[src/ppr_pkg.sv]
// ----------------------------------------------------------------------------
// ppr_pkg
// Codes and request/result types of the packet port register unit.
// ----------------------------------------------------------------------------
`default_nettype none

package ppr_pkg;

  // operation codes
  localparam logic [1:0] OP_BUS_READ  = 2'd0;
  localparam logic [1:0] OP_BUS_WRITE = 2'd1;
  localparam logic [1:0] OP_NET_BYTE  = 2'd2;

  // bus read registers
  localparam logic [1:0] RD_STATUS = 2'd0;
  localparam logic [1:0] RD_LEN_HI = 2'd1;
  localparam logic [1:0] RD_LEN_LO = 2'd2;
  localparam logic [1:0] RD_DATA   = 2'd3;

  // bus write registers
  localparam logic [1:0] WR_TX_BYTE = 2'd0;
  localparam logic [1:0] WR_TX_END  = 2'd1;
  localparam logic [1:0] WR_DROP    = 2'd2;
  localparam logic [1:0] WR_IRQ_EN  = 2'd3;

  // bit position of the interrupt flag in the status byte and the enable write
  localparam int INT_BIT = 7;

  localparam int LEN_W = 12;

  typedef struct packed {
    logic [1:0] operation;
    logic [1:0] reg_addr;
    logic [7:0] write_data;
    logic [7:0] net_byte;
    logic       net_last;
  } req_t;

  typedef struct packed {
    logic             mem_read;
    logic [7:0]       read_data;
    logic             tx_valid;
    logic [7:0]       tx_byte;
    logic             tx_frame_end;
    logic [LEN_W-1:0] tx_frame_len;
    logic             overflow;
    logic             rx_accepted;
    logic             irq;
  } res_t;

endpackage

`default_nettype wire

[src/ppr_ctrl.sv]
// ----------------------------------------------------------------------------
// ppr_ctrl
// Register file and update logic: decodes one request, updates the counters
// and status bits, and drives the receive store's write and read ports.
// ----------------------------------------------------------------------------
`default_nettype none

module ppr_ctrl #(
  parameter int BUFFER_BYTES = 2048
) (
  input  wire logic                            clk,
  input  wire logic                            rst_n,
  input  wire logic                            req_valid,
  input  wire ppr_pkg::req_t                   req,
  output ppr_pkg::res_t                        res,
  output logic                                 ram_we,
  output logic [$clog2(BUFFER_BYTES)-1:0]      ram_waddr,
  output logic [7:0]                           ram_wdata,
  output logic                                 ram_re,
  output logic [$clog2(BUFFER_BYTES)-1:0]      ram_raddr
);

  import ppr_pkg::*;

  localparam int AW = $clog2(BUFFER_BYTES);
  localparam int CW = $clog2(BUFFER_BYTES + 1);
  localparam logic [CW-1:0] FULL = CW'(BUFFER_BYTES);

  logic [CW-1:0] rx_fill_r, rx_fill_nxt;
  logic [CW-1:0] rx_remaining_r, rx_remaining_nxt;
  logic [AW-1:0] rx_read_ptr_r, rx_read_ptr_nxt;
  logic          stat_rx_r, stat_rx_nxt;
  logic          stat_int_r, stat_int_nxt;
  logic          irq_enable_r, irq_enable_nxt;
  logic [CW-1:0] tx_count_r, tx_count_nxt;
  logic [CW-1:0] fill_after;
  logic [15:0]   rem_wide;
  logic          store_byte;
  logic          fetch_byte;

  assign rem_wide = 16'(rx_remaining_r);

  // request decode and next state
  always_comb begin
    rx_fill_nxt      = rx_fill_r;
    rx_remaining_nxt = rx_remaining_r;
    rx_read_ptr_nxt  = rx_read_ptr_r;
    stat_rx_nxt      = stat_rx_r;
    stat_int_nxt     = stat_int_r;
    irq_enable_nxt   = irq_enable_r;
    tx_count_nxt     = tx_count_r;
    fill_after       = rx_fill_r;
    store_byte       = 1'b0;
    fetch_byte       = 1'b0;
    res              = '0;
    case (req.operation)
      OP_BUS_READ: begin
        case (req.reg_addr)
          RD_STATUS: begin
            res.read_data = {stat_int_r, 6'b0, stat_rx_r};
            stat_int_nxt  = 1'b0;
          end
          RD_LEN_HI: res.read_data = rem_wide[15:8];
          RD_LEN_LO: res.read_data = rem_wide[7:0];
          RD_DATA: begin
            if (rx_remaining_r != '0) begin
              fetch_byte       = 1'b1;
              res.mem_read     = 1'b1;
              rx_read_ptr_nxt  = rx_read_ptr_r + AW'(1);
              rx_remaining_nxt = rx_remaining_r - CW'(1);
              if (rx_remaining_r == CW'(1)) begin
                stat_rx_nxt = 1'b0;
              end
            end
          end
          default: ;
        endcase
      end
      OP_BUS_WRITE: begin
        case (req.reg_addr)
          WR_TX_BYTE: begin
            if (tx_count_r < FULL) begin
              res.tx_valid = 1'b1;
              res.tx_byte  = req.write_data;
              tx_count_nxt = tx_count_r + CW'(1);
            end else begin
              res.overflow = 1'b1;
            end
          end
          WR_TX_END: begin
            res.tx_frame_end = 1'b1;
            res.tx_frame_len = LEN_W'(tx_count_r);
            tx_count_nxt     = '0;
          end
          WR_DROP: begin
            stat_int_nxt     = 1'b0;
            stat_rx_nxt      = 1'b0;
            rx_remaining_nxt = '0;
          end
          WR_IRQ_EN: irq_enable_nxt = req.write_data[INT_BIT];
          default: ;
        endcase
      end
      OP_NET_BYTE: begin
        // bytes are taken only while no packet is held
        if (rx_remaining_r == '0) begin
          if (rx_fill_r < FULL) begin
            store_byte      = 1'b1;
            res.rx_accepted = 1'b1;
            fill_after      = rx_fill_r + CW'(1);
          end else begin
            res.overflow = 1'b1;
          end
          rx_fill_nxt = fill_after;
          if (req.net_last && fill_after != '0) begin
            rx_remaining_nxt = fill_after;
            rx_read_ptr_nxt  = '0;
            rx_fill_nxt      = '0;
            stat_rx_nxt      = 1'b1;
            stat_int_nxt     = 1'b1;
          end
        end
      end
      default: ;
    endcase
    res.irq = stat_int_nxt & irq_enable_nxt;
  end

  // store ports: writes only while no packet is held, reads only while one is held,
  // so a read never meets a write to the same entry in one cycle; the last
  // write lands on the edge that marks the packet held, before any read of it
  assign ram_we    = req_valid & store_byte;
  assign ram_waddr = rx_fill_r[AW-1:0];
  assign ram_wdata = req.net_byte;
  assign ram_re    = req_valid & fetch_byte;
  assign ram_raddr = rx_read_ptr_r;

  // control registers
  always_ff @(posedge clk) begin
    if (!rst_n) begin
      rx_fill_r      <= '0;
      rx_remaining_r <= '0;
      rx_read_ptr_r  <= '0;
      stat_rx_r      <= 1'b0;
      stat_int_r     <= 1'b0;
      irq_enable_r   <= 1'b0;
      tx_count_r     <= '0;
    end else if (req_valid) begin
      rx_fill_r      <= rx_fill_nxt;
      rx_remaining_r <= rx_remaining_nxt;
      rx_read_ptr_r  <= rx_read_ptr_nxt;
      stat_rx_r      <= stat_rx_nxt;
      stat_int_r     <= stat_int_nxt;
      irq_enable_r   <= irq_enable_nxt;
      tx_count_r     <= tx_count_nxt;
    end
  end

endmodule

`default_nettype wire

[config.mk]
export PLATFORM = sky130hd
export DESIGN_NAME = ppr_ctrl
export DESIGN_NICKNAME = d
export VERILOG_FILES = /design/src/ppr_pkg.sv /design/src/ppr_ctrl.sv
export SDC_FILE = /design/constraint.sdc
export NUM_CORES = 1
export LEC_CHECK = 0
export BUFFER_PORTS_ARGS = -buffer_cell sky130_fd_sc_hd__buf_2
export CORE_MARGIN = 3
export CORE_UTILIZATION = 30
export DETAILED_ROUTE_END_ITERATION = 6
export HOLD_SLACK_MARGIN = 0.12
export PLACE_DENSITY = 0.53
export RECOVER_POWER = 50
export SYNTH_ARGS = -nofsm -noshare
export SYNTH_HDL_FRONTEND = slang
export SYNTH_SLANG_ARGS = --single-unit
[constraint.sdc]
create_clock -name clk -period 4.1 [get_ports clk]
set_input_delay 0.615 -clock clk [delete_from_list [all_inputs] [get_ports clk]]
set_output_delay 0.615 -clock clk [all_outputs]
set_load 0.01 [all_outputs]
# --- Word-level counts from Yosys, hierarchy flattened ---
# Index checks and enable logic that the tools add are counted.
classes:
  addsub: 4
  n_lt_le_gt_ge: 2
  eq_ne: 13
  n_mux: 49
  n_bitwise: 3
  n_reduce_logical: 14
ops:
  columns: ["op", "n"]
  rows:
  - ["$mux 12", 10]
  - ["$mux 11", 4]
  - ["$pmux 12 s3", 1]
  - ["$mux 9", 3]
  - ["$add 12x1->12 const B", 2]
  - ["$lt 12x12->1 const B", 2]
  - ["$pmux 12 s2", 1]
  - ["$pmux 8 s3", 1]
  - ["$reduce_bool 12->1", 2]
  - ["$mux 1", 22]
  - ["$mux 22", 1]
  - ["$pmux 11 s2", 1]
  - ["$mux 13", 1]
  - ["$eq 12x1->1 const B", 1]
  - ["$logic_not 12->1", 1]
  - ["$ne 2x2->1 const B", 6]
  - ["$sub 12x1->12 const B", 1]
  - ["$add 11x1->11 const B", 1]
  - ["$reduce_and 8->1", 1]
  - ["$reduce_and 7->1", 1]
  - ["$eq 2x2->1 const B", 3]
  - ["$pmux 1 s3", 2]
  - ["$reduce_and 6->1", 1]
  - ["$eq 2x1->1 const B", 2]
  - ["10 further kinds", 14]
word_totals:
  register_bits: 50
  in_bits: 24
  output_inout_bits: 66
  wordCells: 92

# --- Depth between registers and ports, before layout ---
logic_depth:
  word_depth: 10
  ltp_mapped: 10
  mapped_depth_nobuf: 8

# --- Worst setup path after synthesis ---
# Ideal clock, no wire load.
synth_timing:
  kind: "register to output"
  from: "register rx_fill_r[0]"
  to: "output res[0] in the netlist's numbering"
  arrival_ns: 2.120
  required_ns: 3.485
  slack_ns: 1.365
  stages_incl_launch_ff: 10
  path_buffers: 1
  cell_sequence: "dfxtp_1 > ha_1 > and3b_1 > buf_2 > mux2i_1 > a31o_2 > a41oi_2 > and3b_1 > nor2_1 > nor3_1"
synth_lines:
  columns: ["element", "line", "text"]
  rows:
  - ["from (decl)", "ppr_ctrl.sv:29", "logic [CW-1:0] rx_fill_r, rx_fill_nxt;"]
  - ["from (signal assigned)", "ppr_ctrl.sv:149", "rx_fill_r <= rx_fill_nxt;"]
  - ["to (decl)", "ppr_ctrl.sv:15", "output ppr_pkg::res_t res,"]

# --- Worst setup path in the final report ---
layout_timing:
  from: "register rx_remaining_r[2]"
  to: "output ram_we"
layout_between:
  elab_chain_len: 4
layout_rtl:
  columns: ["element", "line", "text"]
  rows:
  - ["from (decl)", "ppr_ctrl.sv:30", "logic [CW-1:0] rx_remaining_r, rx_remaining_nxt;"]
  - ["from (signal assigned)", "ppr_ctrl.sv:150", "rx_remaining_r <= rx_remaining_nxt;"]
  - ["$logic_not 12->1", "ppr_ctrl.sv:106", "if (rx_remaining_r == '0) begin"]
  - ["$mux 1", "ppr_ctrl.sv:106", null]
  - ["$mux 1", "ppr_ctrl.sv:56", "case (req.operation)"]
  - ["$and 1x1->1", "ppr_ctrl.sv:132", "assign ram_we = req_valid & store_byte;"]
  - ["to (decl)", "ppr_ctrl.sv:16", "output logic ram_we,"]
# No other way between the ends.

==> results.cfg <==
[run_status]
outcome = finished clean

[floorplan]
core_um2 = 11600
io_pins = 90
fp.dieH_um = 116
dieWidth_um = 116
die_area_um2 = 13400
rows = 39
initial_core_util_pct = 31.2

[route]
ant_nets = 0
drc = 0
drt-pass1-iter-count = 4
met3RoutedLength_um = 628
wl_met2_um = 4960
met1_length_um = 4690
via_count = 3485
initialDrtViolationCount = 247
vias_per_cell = 5.40
wl_um = 10400
top_layer = met4
wire_per_inst_um = 16.1

[global_route]
overflow = 0
antenna_found_initial = 0
grt_pass1_vias = 3346
grt_max_degree = 26
grt_pass1_wl_um = 16800
track_usage_pct = 15.5

[synthesis]
yosys-top-cells-area = dfxtp_1, nor2_1, a21oi_1
synthAdderAreaFrac_pct = 3.12
synth-xor-area-share_pct = 5.10
synth_top_area_cell = dfxtp_1
yosysWarnings = 0
yosysTopAreaCellShare_pct = 27.8
synth_seq_cells = 50
ys_types = 60
synth_compound_area_share_pct = 20.4
synthTopCellsByCount = dfxtp_1, nor2_1, a21oi_1
synth-simple-area-share_pct = 30.7
seq_area_frac_synth_pct = 27.8
synth_mux_area_share_pct = 3.44
syn-num-nets = 499
yosysMostFrequentCell = dfxtp_1
synthFlopType = dfxtp_1
syn_area_um2 = 3610
synth_top_family_by_area = simple AND/OR/NAND/NOR gates
synth_edf_count = 0
async_reset_ff_share_pct = 0
synth_cells = 466
syn_avg_cell_area_um2 = 7.74

[power_and_ir_drop]
p_total_w = 0.00127
pwr-share-comb_pct = 20.2
clockPowerShare_pct = 38.2
power_density_nw_per_um2 = 317
seqPwrFrac_pct = 41.5
internal-power_w = 0.000895
p_sw_w = 0.000378
netSwitchingFraction_pct = 29.7
p_leak_nw = 1.58
peakVddDrop_mv = 0.197

[sta]
final_hold_viol_count = 0
finalCriticalPeriod_ns = 3.45
setup_viol = 0
tns_ns = 0
fmax_mhz = 289
min_period_over_period_pct = 84.3
skew_ns = 0.00595
drv_slew = 0
worst_pin_slew_ns = 1.00
slew_headroom_pct = 32.9
rsz0062_at_grt = false

[setup_path]
r2r_cells = 7
path_cells = nor4_1 -> and4_1 -> nand3_1 -> nor2_1 -> buf_2
worst_path_max_delay_cell = nor4_1
r2r_slack_ns = 0.72
worst_ep_arrival_time_ns = 2.84
crit_start = rx_remaining_r[2]
critPathTopFamily = simple AND/OR/NAND/NOR gates
startpoint_type = flip-flop
crit_type = flip-flop to primary output
cp-endpoint = ram_we
r2r-end = rx_remaining_r[2]
end_kind = primary output
critical_path_required_ns = 3.48
max_stage_delay_ns = 0.65
path_max_fanout = 13
cp_num_cells = 5
worstReg2RegStart = rx_remaining_r[2]
path_buf_inv = 1

[placed_design]
dp_hpwl_um = 7610
gp_congestion = 0.817
io_buffers = 73

[layout]
nFillCells = 1252
syn_to_final_growth_pct = 11.2
num_antenna_cells = 0
num-nets-final = 535
drive_gt1_share_pct = 12.7
regArea_um2 = 1000
multiInputGateArea_um2 = 2250

[worst_hold_path]
hold_class = flip-flop to flip-flop

[clocking]
cts_tree = yes
cts_max_level = 2
cts_setup_buffers = 0
cts_sinks = 50
cts_resized = 0
cts_buffers = 5
clockBufferDepth = 2
worst_setup_hold_path_clk_slew_ns = 0.07
clk_latency_ns = 0.29
hold_buffers = 0
cts_root_buf = clkbuf_16

[job]
drv_cap = 0
==> layer usage <==
layer | GRT usage (%) | vias up
li1 | - | 1736
met1 | 20.3 | 1633
met2 | 26.2 | 107
met3 | 3.19 | 9
met4 | 3.48 | 0
met5 | 0 | -
==> registers in the layout (all words and copies together) (netlist names) <==
register,flops
tx_count_r,12
ram_raddr,11
irq_enable_r,1
rx_fill_r,12
rx_remaining_r,12
stat_rx_r,1
stat_int_r,1
==> power groups by stage <==
| stage | Clock [W] | Sequential, W | Combinational [W] |
|---|---|---|---|
| 2_1_floorplan | 0 | 0.000533 | 0.000218 |
| 3_3_place_gp | 0 | 0.000541 | 0.000259 |
| 3_5_place_dp | 0 | 0.000541 | 0.000263 |
| 4_1_cts | 0.000496 | 0.000530 | 0.000264 |
| 5_1_grt | 0.000511 | 0.000531 | 0.000288 |
| 6_report | 0.000487 | 0.000529 | 0.000257 |
==> worst min path at each step <==
stage	from	end	slack, ns	cells past startpoint
after global placement	ram_raddr[5]	ram_raddr[5]	0.47	2
final	ram_raddr[5]	ram_raddr[5]	0.49	2
after floorplan	tx_count_r[5]	tx_count_r[5]	0.46	2
after CTS	ram_raddr[5]	ram_raddr[5]	0.49	2
after detailed placement	ram_raddr[5]	ram_raddr[5]	0.48	2
after global routing	ram_raddr[5]	ram_raddr[5]	0.53	2
==> worst register-to-register path, cell delays in order (launching register included) <==
cell      delay [ns]
dfxtp_1         0.38
nor4_1          0.65
and4_1          0.60
nand4_1         0.19
o21ai_0         0.17
clkbuf_1        0.76
o21ai_0         0.22
a32o_1          0.31
==> placed cells by master (no fill, tap or decap), drive strengths merged, types with 2 or more instances in the layout <==
cell | netlist | routed
a211oi | 3 | 3
a21oi | 31 | 31
a22oi | 5 | 5
a31o | 2 | 2
a31oi | 2 | 2
a32o | 2 | 2
a41oi | 4 | 4
and2 | 13 | 13
and3 | 22 | 22
and3b | 2 | 2
and4 | 4 | 4
buf | 33 | 47
clkbuf | 16 | 37
dfxtp | 50 | 50
ha | 9 | 9
inv | 15 | 15
mux2i | 12 | 12
nand2 | 29 | 29
nand2b | 3 | 3
nand3 | 17 | 17
nand3b | 6 | 6
nand4 | 12 | 12
nor2 | 48 | 48
nor2b | 8 | 8
nor3 | 13 | 13
nor3b | 3 | 3
nor4 | 5 | 5
o211a | 2 | 2
o211ai | 8 | 8
o21a | 3 | 3
o21ai | 29 | 29
o31ai | 7 | 7
o32ai | 2 | 2
o41ai | 2 | 2
or2 | 2 | 2
or3 | 9 | 9
or4 | 4 | 4
xnor2 | 8 | 8
xor2 | 13 | 13
==> kinds of logic after synthesis <==
kind of cell             Yosys count
AND/OR/NAND/NOR                  201
AO/OA/AOI/OAI                    109
buffers and inverters             64
flip-flops                        50
XOR/XNOR                          21
multiplexers                      12
adder cells (fa/ha/maj)            9
==> final cells by class <==
cell class	count	share of cell area, %
multi-input combinational	352	56.0
tap	143	4.46
inverter	15	1.40
timing repair buffer	78	8.95
sequential	50	25.0
clock inverter	1	0.749
clock buffer	6	3.46
==> through the flow <==
stage / instances / utilization [%] / worst slack, ns / instance area (um^2) / hold WS, ns
floorplan: 466 / - / 1.37 / 3610 / 0.462
detailed placement: 638 / 33.8 / 0.955 / 3910 / 0.484
global route: 645 / 34.7 / 0.360 / 4010 / 0.531
global placement: 638 / 33.8 / 1.07 / 3910 / 0.474
CTS: 645 / 35.3 / 0.732 / 4080 / 0.494
finish: 645 / 34.7 / 0.645 / 4010 / 0.492
Power figures use the tool's default switching activity.
